$ cat src/rtl/wbma_pkg.sv
// ----------------------------------------------------------------------------
// wbma_pkg
// Types, constants and the saturating add shared by the moment accumulator.
// ----------------------------------------------------------------------------
package wbma_pkg;

  localparam int FRAC       = 16;
  localparam int ACC_W      = 64;
  localparam int SLICE_BITS = 10;
  localparam int NSUMS      = 13;
  localparam int NSQ        = 7;
  localparam int SW         = ACC_W + 2;
  localparam int DVD_W      = ACC_W + 2 * FRAC;
  localparam int IT_W       = $clog2(DVD_W);

  localparam logic [1:0] OP_PART  = 2'd0;
  localparam logic [1:0] OP_CLOSE = 2'd1;
  localparam logic [1:0] OP_TOTAL = 2'd2;
  localparam logic [1:0] OP_SPARE = 2'd3;

  localparam logic [3:0] IDX_WSUM  = 4'd0;
  localparam logic [3:0] IDX_LSUM  = 4'd12;
  localparam logic [3:0] IDX_COUNT = 4'd13;

  localparam logic [9:0]       TAG_MASK = 10'((32'd1 << SLICE_BITS) - 32'd1);
  localparam logic [ACC_W-1:0] ACC_MAX  = {1'b0, {(ACC_W - 1){1'b1}}};
  localparam logic [ACC_W-1:0] ACC_MIN  = {1'b1, {(ACC_W - 1){1'b0}}};
  localparam logic [63:0]      POS_LIM  = 64'((65'd1 << (ACC_W - 1)) - 65'd1);
  localparam logic [63:0]      NEG_LIM  = 64'(65'd1 << (ACC_W - 1));
  localparam logic [63:0]      ONE_W    = 64'd1 << FRAC;
  localparam logic [63:0]      ONE_SQ   = 64'd1 << (2 * FRAC);

  typedef struct packed {
    logic [1:0]         op;
    logic               particle_valid;
    logic [31:0]        weight;
    logic signed [31:0] pos_x;
    logic signed [31:0] pos_y;
    logic signed [31:0] mom_x;
    logic signed [31:0] mom_y;
    logic signed [31:0] mom_z;
    logic [9:0]         slice_index;
  } in_t;

  typedef struct packed {
    logic [9:0]         slice_tag;
    logic               is_total;
    logic [3:0]         moment_index;
    logic signed [63:0] moment_value;
    logic               saturated;
    logic               last;
  } out_t;

  typedef enum logic [1:0] {
    KIND_PART,
    KIND_CLOSE,
    KIND_TOTAL
  } kind_t;

  // One classified work item: magnitudes and signs already split
  typedef struct packed {
    kind_t       kind;
    logic [31:0] w;
    logic [31:0] ax;
    logic [31:0] ay;
    logic [31:0] aux;
    logic [31:0] auy;
    logic [31:0] auz;
    logic        sx;
    logic        sy;
    logic        sux;
    logic        suy;
    logic [9:0]  tag;
  } item_t;

  // Add a signed value to an accumulator, clamp to its range; MSB flags a clip
  function automatic logic [ACC_W:0] sat_add(input logic [ACC_W-1:0] acc,
                                             input logic [SW-1:0] val);
    logic signed [SW-1:0] s;
    logic signed [SW-1:0] mx;
    logic signed [SW-1:0] mn;
    s  = $signed({{2{acc[ACC_W-1]}}, acc}) + $signed(val);
    mx = $signed({2'b00, ACC_MAX});
    mn = $signed({2'b11, ACC_MIN});
    if (s > mx) begin
      return {1'b1, ACC_MAX};
    end else if (s < mn) begin
      return {1'b1, ACC_MIN};
    end
    return {1'b0, s[ACC_W-1:0]};
  endfunction

  // Sign-extend an accumulator value to the 64-bit result field
  function automatic logic [63:0] sext64(input logic [ACC_W-1:0] x);
    logic signed [ACC_W-1:0] t;
    t = $signed(x);
    return 64'(t);
  endfunction

endpackage

$ cat src/rtl/wbma_front.sv
// ----------------------------------------------------------------------------
// wbma_front
// Accepts input beats, drops skipped particles and unused codes, splits
// coordinates into magnitude and sign and hands items to the queue.
// ----------------------------------------------------------------------------
module wbma_front (
  input  logic            in_valid,
  output logic            in_stall,
  input  wbma_pkg::in_t   in_data,
  input  logic            q_full,
  output logic            q_push,
  output wbma_pkg::item_t q_item
);
  import wbma_pkg::*;

  logic keep;

  assign in_stall = q_full;

  // Classify the beat
  always_comb begin
    q_item = '0;
    keep   = 1'b0;
    case (in_data.op)
      OP_PART: begin
        keep        = in_data.particle_valid;
        q_item.kind = KIND_PART;
      end
      OP_CLOSE: begin
        keep        = 1'b1;
        q_item.kind = KIND_CLOSE;
        q_item.tag  = in_data.slice_index & TAG_MASK;
      end
      OP_TOTAL: begin
        keep        = 1'b1;
        q_item.kind = KIND_TOTAL;
      end
      default: begin
        keep = 1'b0;
      end
    endcase
    q_item.w   = in_data.weight;
    q_item.sx  = in_data.pos_x[31];
    q_item.sy  = in_data.pos_y[31];
    q_item.sux = in_data.mom_x[31];
    q_item.suy = in_data.mom_y[31];
    q_item.ax  = in_data.pos_x[31] ? 32'(-in_data.pos_x) : 32'(in_data.pos_x);
    q_item.ay  = in_data.pos_y[31] ? 32'(-in_data.pos_y) : 32'(in_data.pos_y);
    q_item.aux = in_data.mom_x[31] ? 32'(-in_data.mom_x) : 32'(in_data.mom_x);
    q_item.auy = in_data.mom_y[31] ? 32'(-in_data.mom_y) : 32'(in_data.mom_y);
    q_item.auz = in_data.mom_z[31] ? 32'(-in_data.mom_z) : 32'(in_data.mom_z);
  end

  assign q_push = in_valid && !q_full && keep;

endmodule

$ cat config.mk
export PLATFORM = sky130hd
export DESIGN_NAME = wbma_front
export DESIGN_NICKNAME = d
export VERILOG_FILES = /design/src/rtl/wbma_pkg.sv /design/src/rtl/wbma_front.sv
export SDC_FILE = /design/constraint.sdc
export NUM_CORES = 1
export LEC_CHECK = 0
export BUFFER_PORTS_ARGS = -buffer_cell sky130_fd_sc_hd__buf_2
export CAP_MARGIN = 10
export CELL_PAD_IN_SITES_DETAIL_PLACEMENT = 0
export CELL_PAD_IN_SITES_GLOBAL_PLACEMENT = 1
export CORE_AREA = 10 10 155 157
export DETAILED_ROUTE_END_ITERATION = 7
export DIE_AREA = 0 0 165 167
export PLACE_DENSITY_LB_ADDON = 0.12
export SETUP_SLACK_MARGIN = 0.05
export SLEW_MARGIN = 5
export SYNTH_ARGS = -nofsm -noshare
export SYNTH_HDL_FRONTEND = slang
export SYNTH_SLANG_ARGS = --single-unit
$ cat constraint.sdc
create_clock -name vclk -period 2.7
set_clock_uncertainty 0.1 [all_clocks]
set_input_delay 0.135 -clock vclk [all_inputs]
set_output_delay 0.135 -clock vclk [all_outputs]
set_load 0.05 [all_outputs]
### After elaboration in Yosys (flattened, before gate mapping)

Index checks and enable logic that the tools add are counted.

* add/sub/neg operators: 5
* equal/unequal tests: 2
* multiplexer cells: 8
* reductions and logical operators: 5

Operator list (count)
* 32-bit two-way mux: 5
* 32-bit negator: 5
* 10-bit two-way mux: 1
* 2-bit case mux with 2 select lines: 1
* 2-bit by 1-bit == test with 1-bit output, second input constant: 1
* 2-bit == test, second input constant: 1
* 1-bit logical AND: 2
* 2-bit logical NOT: 1
* 1-bit case mux with 2 select lines: 1
* 2-bit OR reduction: 1
* 1-bit logical NOT: 1

* bits in registers: 0
* logic and storage cells: 20
* input bits: 207
* output and inout port bits: 210

### Longest topological paths before layout

* word-level depth: 4
* gate-level depth with buffers: 7
* gate-level depth less buffers: 7

### Least setup slack after synthesis

Ideal clock, no wire load.

* kind: input -> output
* start: input in_data[139] in the netlist's numbering
* end: output q_item[173] in the netlist's numbering
* buffers on the path: 1
* path slack: -447 ps
* data arrival time: 2912 ps
* stages on the path: 5
* data required time: 2465 ps
* cells stage by stage: or4_1 or2_1 or3_1 clkbuf_1 nor4_1

RTL lines
* from (decl): RTL line wbma_front.sv:9 `input wbma_pkg::in_t in_data,`
* to (decl): RTL line wbma_front.sv:12 `output wbma_pkg::item_t q_item`

==> qor.yml <==
status: "finished clean"
wirelength_um: 18200
place_ws_ns: 0.103
track_usage_pct: 11.9
synth_warnings: 0
syn-num-nets: 740
core_um2: 20800
fin_cells: 1107
p_sw_uw: 1350
grt_setup_unrepaired: "yes"
ys_seq_area_share_pct: 0
peakVddDrop_v: 0.000131
timing.final.crit_share_pct: 96.8
place_inst: 1107
fp.dieH_um: 167
critPathLaunchType: "primary input"
grt_pass1_vias: 5053
dr.pass1.iters: 4
avgSynthCellArea_um2: 6.93
slew_violations: 0
grt_max_degree: 34
dieWidth_um: 165
area_growth_pct: 53.3
portBuffers: 353
clkPwrFrac_pct: 0
p_int_uw: 466
nets: 1051
wl_met3_um: 2080
seqPwrFrac_pct: 0
syn-cell-area_um2: 3630
worstMarginPinSlew_ns: 0.562
nClkBuffers: 0
die-area_um2: 27600
setup_ws_ns: 0.0870
rows: 53
antenna_cells: 0
register_area_um2: 0
crit_type: "in2out"
drt-met1-wl_um: 6480
start_util_pct: 17.4
arrival_ns: 2.38
route.met2.wl_um: 9580
antenna_found_initial: 0
power_leakage_uw: 0.00239
post-route-min-period_ns: 2.61
switching_share_pct: 74.3
combPwrFrac_pct: 100.0
drc: 0
power.density_nw_per_um2: 326
overflow: 0
viasPerCell: 4.40
maxSlewHeadroom_pct: 62.6
wl_per_cell_um: 16.5
vias: 4869
synth_cell_types: 37
cts_resized: 0
antenna_left: 0
gp_congestion: 0.768
fin_setup_tns_ns: 0
hp-class: "in2out"
hold_buffers: 0
drtIter0Drc: 250
layout-drive-gt1-share_pct: 46.9
seq_cells: 0
setup_viol: 0
maxCapViolCount: 0
end_kind: "output port"
postCtsSetupRepairBufs: 0
maxUsedRoutingLayer: "met4"
hold_viol_final: 0
fmax_ghz: 0.383
grt_pass1_wl_um: 27700
io_pins: 417
dp_hpwl_um: 16300
cp_max_fo: 4
required_ns: 2.47
netlist_instances: 523
[worst max-delay path, cell delays in order]
cell	delay [ns]
buf_2	0.12
or4_4	0.55
or4_4	0.44
or3b_4	0.45
o21ai_0	0.24
xnor2_1	0.16
buf_2	0.29
[power groups by stage]
stage / sequential [uW] / combinational, uW / clock (uW)
final: 0 / 1810 / 0
after global placement: 0 / 1840 / 0
after global routing: 0 / 1920 / 0
after CTS: 0 / 1830 / 0
after detailed placement: 0 / 1830 / 0
after floorplan: 0 / 1400 / 0
[final cells by class]
class                           count  area [um^2]
Fill cell                        2430        15300
Inverter                           17         63.8
Multi-Input combinational cell    448         3270
Tap cell                          275          344
Timing Repair Buffer              367         1880
[through the flow]
stage / hold WS (ns) / utilization [%] / instance area (um^2) / total power, uW
2_1_floorplan: 0.275 / - / 3660 / 1400
3_3_place_gp: 0.170 / 26.4 / 5500 / 1840
3_5_place_dp: 0.170 / 26.4 / 5500 / 1830
4_1_cts: 0.170 / 26.4 / 5500 / 1830
5_1_grt: 0.170 / 26.7 / 5560 / 1920
6_report: 0.170 / 26.7 / 5560 / 1810
[cells in the final DEF (no fill, tap or decap), drive strengths merged, types with 4 or more instances in the layout]
cell type | synthesis | routed
or3 | 18 | 18
or4 | 19 | 19
o21ai | 51 | 51
o41ai | 20 | 20
nand2 | 49 | 49
nor4 | 16 | 16
inv | 17 | 17
xnor2 | 144 | 144
nand2b | 10 | 10
nand4 | 6 | 6
nor3 | 14 | 14
buf | 44 | 363
nand3 | 10 | 10
and2 | 10 | 10
nor2 | 10 | 10
clkbuf | 14 | 4
ha | 10 | 10
o31ai | 47 | 47
[metal layers]
layer / GRT usage [%] / up-vias
li1: - / 2479
met4: 0.616 / 0
met2: 23.1 / 206
met1: 12.2 / 2174
met3: 4.46 / 10
met5: 0 / -
[final timing paths]
| check | slack [ns] | end | start | cells after the start |
|---|---|---|---|---|
| setup / recovery | 0.09 | q_item[125] | in_data[110] | 7 |
| hold / removal | 0.17 | q_item[187] | in_data[183] | 0 |
[synthesized netlist by cell type (13+ instances only)]
library cell	n	area [um^2]
or4_1	16	120
inv_1	17	63.8
buf_4	42	315
o41ai_1	19	166
nor4_1	15	93.8
nand2_1	49	184
o31ai_1	46	345
o21ai_0	51	255
or3_1	18	113
xnor2_1	144	1260
clkbuf_1	14	52.6
nor3_1	13	65.1
[kinds of logic (layout without fill, tap and decap cells)]
| logic type | after synthesis | count (layout) | synth area share, % |
|---|---|---|---|
| xor+xnor | 145 | 145 | 35.0 |
| buf+inv | 75 | 384 | 12.1 |
| fa+ha+maj | 10 | 10 | 3.45 |
| compound gates | 121 | 121 | 22.8 |
| simple gates | 172 | 172 | 26.6 |
No activity file was read; power rests on OpenSTA's default activity.
