File: config.mk
export PLATFORM = sky130hd
export DESIGN_NAME = wbma_queue
export DESIGN_NICKNAME = d
export VERILOG_FILES = /design/src/rtl/wbma_pkg.sv /design/src/rtl/wbma_queue.sv
export SDC_FILE = /design/constraint.sdc
export NUM_CORES = 1
export LEC_CHECK = 0
export ABC_AREA = 1
export BUFFER_PORTS_ARGS = -buffer_cell sky130_fd_sc_hd__buf_4
export CAP_MARGIN = 30
export CORE_UTILIZATION = 42
export CTS_CLUSTER_DIAMETER = 60
export DETAILED_ROUTE_END_ITERATION = 10
export PLACE_DENSITY = 0.74
export SLEW_MARGIN = 20
export SYNTH_ARGS = -nofsm -noshare
export SYNTH_HDL_FRONTEND = slang
export SYNTH_SLANG_ARGS = --single-unit
File: constraint.sdc
create_clock -name clk -period 14.09 [get_ports clk]
set_input_delay 1.409 -clock clk [delete_from_list [all_inputs] [get_ports clk]]
set_output_delay 1.409 -clock clk [all_outputs]
set_load 0.01 [all_outputs]
File: src/rtl/wbma_pkg.sv
// ----------------------------------------------------------------------------
// wbma_pkg
// Types, constants and the saturating add shared by the moment accumulator.
// ----------------------------------------------------------------------------
package wbma_pkg;

  localparam int FRAC       = 16;
  localparam int ACC_W      = 64;
  localparam int SLICE_BITS = 10;
  localparam int NSUMS      = 13;
  localparam int NSQ        = 7;
  localparam int SW         = ACC_W + 2;
  localparam int DVD_W      = ACC_W + 2 * FRAC;
  localparam int IT_W       = $clog2(DVD_W);

  localparam logic [1:0] OP_PART  = 2'd0;
  localparam logic [1:0] OP_CLOSE = 2'd1;
  localparam logic [1:0] OP_TOTAL = 2'd2;
  localparam logic [1:0] OP_SPARE = 2'd3;

  localparam logic [3:0] IDX_WSUM  = 4'd0;
  localparam logic [3:0] IDX_LSUM  = 4'd12;
  localparam logic [3:0] IDX_COUNT = 4'd13;

  localparam logic [9:0]       TAG_MASK = 10'((32'd1 << SLICE_BITS) - 32'd1);
  localparam logic [ACC_W-1:0] ACC_MAX  = {1'b0, {(ACC_W - 1){1'b1}}};
  localparam logic [ACC_W-1:0] ACC_MIN  = {1'b1, {(ACC_W - 1){1'b0}}};
  localparam logic [63:0]      POS_LIM  = 64'((65'd1 << (ACC_W - 1)) - 65'd1);
  localparam logic [63:0]      NEG_LIM  = 64'(65'd1 << (ACC_W - 1));
  localparam logic [63:0]      ONE_W    = 64'd1 << FRAC;
  localparam logic [63:0]      ONE_SQ   = 64'd1 << (2 * FRAC);

  typedef struct packed {
    logic [1:0]         op;
    logic               particle_valid;
    logic [31:0]        weight;
    logic signed [31:0] pos_x;
    logic signed [31:0] pos_y;
    logic signed [31:0] mom_x;
    logic signed [31:0] mom_y;
    logic signed [31:0] mom_z;
    logic [9:0]         slice_index;
  } in_t;

  typedef struct packed {
    logic [9:0]         slice_tag;
    logic               is_total;
    logic [3:0]         moment_index;
    logic signed [63:0] moment_value;
    logic               saturated;
    logic               last;
  } out_t;

  typedef enum logic [1:0] {
    KIND_PART,
    KIND_CLOSE,
    KIND_TOTAL
  } kind_t;

  // One classified work item: magnitudes and signs already split
  typedef struct packed {
    kind_t       kind;
    logic [31:0] w;
    logic [31:0] ax;
    logic [31:0] ay;
    logic [31:0] aux;
    logic [31:0] auy;
    logic [31:0] auz;
    logic        sx;
    logic        sy;
    logic        sux;
    logic        suy;
    logic [9:0]  tag;
  } item_t;

  // Add a signed value to an accumulator, clamp to its range; MSB flags a clip
  function automatic logic [ACC_W:0] sat_add(input logic [ACC_W-1:0] acc,
                                             input logic [SW-1:0] val);
    logic signed [SW-1:0] s;
    logic signed [SW-1:0] mx;
    logic signed [SW-1:0] mn;
    s  = $signed({{2{acc[ACC_W-1]}}, acc}) + $signed(val);
    mx = $signed({2'b00, ACC_MAX});
    mn = $signed({2'b11, ACC_MIN});
    if (s > mx) begin
      return {1'b1, ACC_MAX};
    end else if (s < mn) begin
      return {1'b1, ACC_MIN};
    end
    return {1'b0, s[ACC_W-1:0]};
  endfunction

  // Sign-extend an accumulator value to the 64-bit result field
  function automatic logic [63:0] sext64(input logic [ACC_W-1:0] x);
    logic signed [ACC_W-1:0] t;
    t = $signed(x);
    return 64'(t);
  endfunction

endpackage

File: src/rtl/wbma_queue.sv
// ----------------------------------------------------------------------------
// wbma_queue
// Two-entry queue of classified items between the front and the back end.
// ----------------------------------------------------------------------------
module wbma_queue (
  input  logic           clk,
  input  logic           rst_n,
  input  logic           push,
  input  wbma_pkg::item_t push_item,
  output logic           full,
  output logic           not_empty,
  input  logic           pop,
  output wbma_pkg::item_t pop_item
);
  import wbma_pkg::*;

  item_t      ent_r [2];
  logic       wp_r;
  logic       rp_r;
  logic [1:0] cnt_r;
  logic [1:0] cnt_nxt;
  logic       do_push;
  logic       do_pop;

  assign full      = (cnt_r == 2'd2);
  assign not_empty = (cnt_r != 2'd0);
  assign pop_item  = ent_r[rp_r];
  assign do_push   = push && !full;
  assign do_pop    = pop && not_empty;

  always_comb begin
    cnt_nxt = cnt_r;
    if (do_push && !do_pop) begin
      cnt_nxt = cnt_r + 2'd1;
    end else if (do_pop && !do_push) begin
      cnt_nxt = cnt_r - 2'd1;
    end
  end

  // Advance pointers and count
  always_ff @(posedge clk) begin
    if (!rst_n) begin
      wp_r  <= 1'b0;
      rp_r  <= 1'b0;
      cnt_r <= 2'd0;
    end else begin
      cnt_r <= cnt_nxt;
      if (do_push) begin
        wp_r <= ~wp_r;
      end
      if (do_pop) begin
        rp_r <= ~rp_r;
      end
    end
  end

  // Store entries
  always_ff @(posedge clk) begin
    if (do_push) begin
      ent_r[wp_r] <= push_item;
    end
  end

endmodule

# ---- After elaboration in Yosys (flattened, before gate mapping)
# Memories as Yosys holds them, arrays and structs flattened. A register that Yosys moved wholly into a read port is not among the register bits.
# Cells that the tools add are included.
dict set report word_totals {
  wordCells 24
  mem_count 1
  ff_bits 4
  latchBits 0
  romBits 0
  ramBits 416
  input_bits 212
  output_inout_bits 210
}
dict set report classes {
  multipliers 0
  shift 0
  bitwise_logic 2
  add_sub_neg 2
  div_mod_pow 0
  order_cmp 0
  n_reduce_logical 9
  n_mux 6
  n_eq_ne 1
}
# name depth word_bits rd rd_ports_with_merged_regs write_ports line
set mem_list {}
lappend mem_list {ent_r 2 208 1 1 1 wbma_queue.sv:17} ;# item_t ent_r [2];
# cell count
set op_table {}
lappend op_table {{$logic_and A1 B1 Y1} 4}
lappend op_table {{$mux W1} 4}
lappend op_table {{$mux W2} 2}
lappend op_table {{$reduce_bool A2 Y1} 2}
lappend op_table {{$logic_not A1 Y1} 3}
lappend op_table {{$add A2 B1 Y2 const B} 1}
lappend op_table {{$eq A2 B2 Y1 const B} 1}
lappend op_table {{$not A1 Y1} 2}
lappend op_table {{$sub A2 B1 Y2 const B} 1}

# ---- Longest topological paths before layout
# Gate-level depths: netlist of run 1.
dict set report logic_depth {
  word_depth 7
  mapped_depth 10
  depth_no_buf 10
}

# ---- Worst setup path after synthesis of run 1
# OpenSTA, ideal clock, no wires.
dict set report synth_path {
  path_kind {in2reg}
  startpoint {input push}
  endpoint {memory ent_r[0][0] (netlist name), enable pin}
  setup_time_ns 0.781
  n_path_buf 0
  required_time_ns 13.309
  arrival_time_ns 10.185
  slack_ns 3.125
  path_stages 2
  path_cell_list {o21ai_0 nor2_1}
}
dict set report synth_between {
  elab_chain_len 3
}
# element line
set synth_rtl {}
lappend synth_rtl {{start: declaration} wbma_queue.sv:8} ;# input logic push,
lappend synth_rtl {{$logic_and A1 B1 Y1} wbma_queue.sv:28} ;# assign do_push = push && !full;
lappend synth_rtl {{$mux W1} wbma_queue.sv:59} ;# if (do_push) begin
lappend synth_rtl {{$mux W1 (not written as such)} wbma_queue.sv:60} ;# ent_r[wp_r] <= push_item;
lappend synth_rtl {{end: declaration} wbma_queue.sv:17}
# Every way passes these cells.

==> results_dict.tcl, run 1 <==
set metrics [dict create \
    cts_max_level 2 \
    p_per_area_nw_per_um2 177 \
    grt-ovfl-total 0 \
    drt_pass1_iterations 5 \
    tns_ps 0 \
    grt_max_degree 77 \
    synth_cell_types 15 \
    detail_route.wl_per_cell_um 20.1 \
    drive_gt1_share_pct 60.5 \
    vias_per_cell 4.88 \
    die_h_um 195 \
    synth_compound_area_share_pct 0.176 \
    cts_made_buffers 45 \
    wl_um 33000 \
    synthTopCellsByCount "edfxtp_1, mux2_2, mux2_4, buf_6, nor2_1" \
    fin_util_pct 56.7 \
    clockBufferDepth 3 \
    drcViolationCount 0 \
    clock-root-buffer "clkbuf_16" \
    hold_viol 0 \
    ys_top_cells_by_area "edfxtp_1, mux2_4, mux2_2" \
    cp-end-kind "primary output" \
    rsz0062_at_grt "false" \
    async_flop_share_pct 0 \
    worstPathMaxFanout 57 \
    synth-warning-count 0 \
    clk_latency_ps 550 \
    die_area_um2 38100 \
    crit_required_ps 12680 \
    slew_headroom_pct 37.0 \
    cts_tree "built" \
    rrSetupSlack_ps 10800 \
    critPathArrivalTime_ps 3370 \
    r2r_start "cnt_r[0]$_SDFFE_PN0P_" \
    peakVddDrop_mv 0.133 \
    critPathKind "reg2out" \
    synth_xor_area_share_pct 0 \
    synth_simple_gate_area_share_pct 0.455 \
    first_global_vias 8180 \
    synth_top_family_by_area "multiplexers" \
    vias 8011 \
    syn_area_um2 15700 \
    gp_congestion 0.784 \
    total_power_mw 3.67 \
    cp-start-kind "flop" \
    synth_fp_nets 897 \
    port_buffers 421 \
    final_cell_area_um2 20800 \
    dpl_cell_area_um2 19400 \
    numClockSinks 421 \
    synth_top_area_cell "edfxtp_1" \
    nets 1355 \
    drt_iter0_drc 274 \
    r2r_end "ent_r[0][96]$_DFFE_PP_" \
    post-dp-hpwl_um 22700 \
    coreArea_um2 36700 \
    die_x_um 195 \
    initial_core_util_pct 42.7 \
    postRouteAntennaNets 0 \
    status "complete, no violations" \
    track_usage_pct 16.8 \
    max_freq_mhz 209 \
    power.static_leakage_nw 7.93 \
    fin_ws_ps 9310 \
    crit_path_end "pop_item[64]" \
    syn_to_final_growth_pct 32.8 \
    row_count 70 \
    grt_pass1_wl_um 47600 \
    pre_cts_ws_ps 9560 \
    num_antenna_cells 0 \
    period_share_pct 33.9 \
    top_level_ports 422 \
    min_path_type "reg2reg" \
    yosysMostFrequentCell "edfxtp_1" \
    synthFlopType "edfxtp_1" \
    cts_setup_buffers 0 \
    synth_seq_cells 421 \
    ctsHoldBuffers 0 \
    cap_violations 0 \
    postSynthAreaPerCell_um2 22.9 \
    synth-edff-count 416 \
    synthAdderAreaFrac_pct 0.0799 \
    cts.clk_slew.worst_paths_ps 60 \
    yosysTopAreaCellShare_pct 79.8 \
    synthMuxAreaShare_pct 17.4 \
    ctsResizeCount 0 \
    setup_viol 0 \
    seq_area_frac_synth_pct 80.4 \
    tightest_slew_ps 946 \
    finClkSkew_ps 15.1 \
    worst-r2r-cell-count 4 \
    min_period_ps 4780 \
    maxSlewViolCount 0 \
    antenna_found_initial 0 \
    synthCells 684 \
]
## layer usage
metal	vias up	wire [um]	GRT usage [%]
li1	3630	-	-
met1	3963	12700	19.4
met2	365	16500	28.7
met3	53	2940	5.80
met4	0	828	6.53
met5	-	0	0
## metrics by stage
step	hold WS, ps	instances
3_3_place_gp	480	1559
2_1_floorplan	467	684
6_report	508	1641
4_1_cts	518	1640
3_5_place_dp	499	1562
5_1_grt	581	1641
## worst min-delay path by stage
stage | start | to | depth (start not counted)
after floorplan | rp_r$_SDFFE_PN0P_ | flop | 2
after global placement | rp_r$_SDFFE_PN0P_ | rp_r$_SDFFE_PN0P_ | 2
after detailed placement | rp_r$_SDFFE_PN0P_ | flop | 2
after CTS | rp_r$_SDFFE_PN0P_ | flop | 2
after global routing | rp_r$_SDFFE_PN0P_ | rp_r$_SDFFE_PN0P_ | 2
final | rp_r$_SDFFE_PN0P_ | flop | 2
## final cells by class
type | instances | area (um^2)
Clock inverter | 23 | 219
Multi-Input combinational cell | 232 | 2850
Inverter | 8 | 30.0
Fill cell | 2780 | 15900
Sequential cell | 421 | 12600
Clock buffer | 55 | 1190
Tap cell | 468 | 586
Timing Repair Buffer | 434 | 3330
## registers in the layout (all words and copies together), names as in the netlist, named ones only
signal  cells
wp_r        1
cnt_r       2
ent_r     416
rp_r        1
## critical path, stage by stage, from the launching register on
cell	delay (ps)
dfxtp_4	760
buf_4	420
buf_16	320
buf_4	650
mux2_2	420
buf_4	150
## power by group
part / leakage, nW / internal (mW) / switching, mW / total [mW]
clock: 0.685 / 0.659 / 0.457 / 1.12
combinational: 3.32 / 0.487 / 0.430 / 0.917
sequential: 3.92 / 1.58 / 0.0564 / 1.64
total: 7.93 / 2.73 / 0.943 / 3.67
## layout by cell type (no fill, tap or decap), types with 2 or more instances in the layout
| master | synthesis | routed |
|---|---|---|
| buf_16 | 0 | 3 |
| clkbuf_8 | 0 | 3 |
| o21ai_0 | 3 | 3 |
| nor2_1 | 9 | 7 |
| clkbuf_16 | 0 | 45 |
| clkinv_1 | 0 | 6 |
| clkinv_2 | 0 | 6 |
| bufinv_16 | 0 | 3 |
| buf_4 | 0 | 430 |
| edfxtp_1 | 416 | 416 |
| mux2_2 | 107 | 107 |
| nand2_1 | 7 | 7 |
| clkbuf_1 | 0 | 7 |
| dfxtp_1 | 5 | 4 |
| mux2_4 | 101 | 101 |
| clkinvlp_4 | 0 | 3 |
| nor2_4 | 0 | 2 |
| clkinv_4 | 0 | 3 |
| inv_1 | 8 | 8 |
## logic make-up (layout without fill, tap and decap cells)
kind of cell	count (synthesis)	in the layout
flip-flops	421	421
multiplexers	208	208
buffers and inverters	31	520
AND/OR/NAND/NOR	18	18
AO/OA/AOI/OAI	5	5
adder cells (fa/ha/maj)	1	1
Note: power is estimated with default switching activity, not from simulation.
==> inputs of run 2 (changes only) <==
- PLACE_DENSITY: 0.74 -> 0.77
- clock period: 14.09 -> 4.3 ns (I/O delays scaled with it)
==> results_dict.tcl, run 2 (synthesized netlist as in run 1, its figures left out) <==
set metrics [dict create \
    status "complete, no violations" \
    cp-end-kind "primary output" \
    top_regs "ent_r: 416 flops, cnt_r: 2 flops" \
    timing.hold.ws_ps 63.9 \
    first_global_vias 8427 \
    hold_viol 0 \
    power.static_leakage_nw 7.94 \
    port_buffers 421 \
    cts_max_level 2 \
    dpl_cell_area_um2 19500 \
    p_per_area_nw_per_um2 573 \
    vias 7967 \
    max_freq_mhz 369 \
    grt_max_degree 83 \
    finalNonFillerCells 1645 \
    peakVddDrop_mv 0.362 \
    vias_per_cell 4.84 \
    worst-r2r-cell-count 3 \
    num_antenna_cells 0 \
    max_stage_delay_ps 520 \
    r2r_start "cnt_r[0]$_SDFFE_PN0P_" \
    die_area_um2 38100 \
    initial_core_util_pct 42.7 \
    maxSlewViolCount 0 \
    numClockSinks 421 \
    slew_headroom_pct 43.4 \
    cts_made_buffers 45 \
    total_power_mw 11.9 \
    syn_to_final_growth_pct 32.8 \
    post-dp-hpwl_um 22500 \
    min_path_type "in2reg" \
    top_level_ports 422 \
    cpLargestDelayFamily "buffers and inverters" \
    crit_required_ps 3870 \
    drt_iter0_drc 331 \
    drcViolationCount 0 \
    die_h_um 195 \
    coreArea_um2 36700 \
    final_common_cell "buf_4" \
    switching_share_pct 25.9 \
    setup_viol 0 \
    worst-path-buf-inv 2 \
    gp_congestion 0.730 \
    r2r_end "ent_r[0][134]$_DFFE_PP_" \
    largest_register_ffs 416 \
    seqPwrFrac_pct 44.7 \
    min_period_ps 2710 \
    row_count 70 \
    drive_gt1_share_pct 60.4 \
    rrSetupSlack_ps 2040 \
    nets 1362 \
    cts_setup_buffers 0 \
    tightest_slew_ps 846 \
    die_x_um 195 \
    final_cell_area_um2 20800 \
    min_path_cells 1 \
    clk_latency_ps 550 \
    rsz0062_at_grt "false" \
    final_cell_mix "buf_4, edfxtp_1, mux2_2" \
    internal_power_mw 8.84 \
    period_share_pct 63.1 \
    cap_violations 0 \
    critPathArrivalTime_ps 2280 \
    fillers 2786 \
    p_comb_share_pct 25.8 \
    regMostFlops "ent_r" \
    cp_num_cells 3 \
    wl_um 32600 \
    p_switching_mw 3.08 \
    cts_tree "built" \
    dp_cells 1570 \
    track_usage_pct 16.9 \
    grt_pass1_wl_um 48600 \
    detail_route.wl_per_cell_um 19.8 \
    crit_slowest_cell "dfxtp_4" \
    clockBufferDepth 3 \
    clock-root-buffer "clkbuf_16" \
    ctsHoldBuffers 0 \
    cts.clk_slew.worst_paths_ps 60 \
    antenna_found_initial 1 \
    ctsResizeCount 0 \
    cp-start-kind "flop" \
    grt-ovfl-total 0 \
    drt_pass1_iterations 4 \
    power.share.clock_pct 29.5 \
    min_from "push_item[123]" \
    hold_end "ent_r[0][123]$_DFFE_PP_" \
    finClkSkew_ps 13.0 \
    worstPathMaxFanout 82 \
    postRouteAntennaNets 0 \
    crit_path_cell_trace "buf_12 > mux2_2 > buf_4" \
    tns_ps 0 \
    critPathKind "reg2out" \
]
run 2: area by class of cell:
cell class / count / area [um^2] / share of cell area (%)
clock buffer: 53 / 1160 / 5.56
clock inverter: 22 / 175 / 0.842
inverter: 8 / 30.0 / 0.144
multi-input combinational: 232 / 2850 / 13.7
sequential: 421 / 12600 / 60.6
tap: 468 / 586 / 2.82
timing repair buffer: 441 / 3410 / 16.4
run 2: metal layers:
metal | part of all wire, % | GRT usage, %
met3 | 9.6 | 6.63
met5 | 0.043 | 0
met2 | 51 | 29.0
met1 | 37 | 18.8
met4 | 2.6 | 6.77
run 2: how the worst max path moves through the flow:
| stage | startpoint | end |
|---|---|---|
| floorplan | push | ent_r[0][0]$_DFFE_PP_ |
| global placement | push | ent_r[1][11]$_DFFE_PP_ |
| detailed placement | push | ent_r[0][177]$_DFFE_PP_ |
| CTS | flop | pop_item[207] |
| global route | flop | pop_item[196] |
| finish | flop | pop_item[28] |
run 2: power groups by stage:
| stage | registers (mW) | clock network (mW) | logic [mW] |
|---|---|---|---|
| final | 5.33 | 3.52 | 3.07 |
| after global routing | 5.38 | 3.77 | 3.25 |
| after CTS | 5.34 | 3.61 | 3.12 |
| after detailed placement | 5.43 | 0 | 3.10 |
| after global placement | 5.39 | 0 | 3.06 |
| after floorplan | 5.48 | 0 | 1.73 |
run 2: metrics by stage:
| step | setup WS (ps) | utilization [%] |
|---|---|---|
| floorplan | -2200 | - |
| global placement | 1830 | 53.0 |
| detailed placement | 1930 | 53.0 |
| CTS | 1520 | 56.7 |
| global route | 1470 | 56.7 |
| finish | 1590 | 56.7 |
run 2: worst register-to-register path, stage by stage (launching register included):
cell and delay [ps]:
dfxtp_1 410, o21ai_0 310, nor2_4 750, buf_12 430
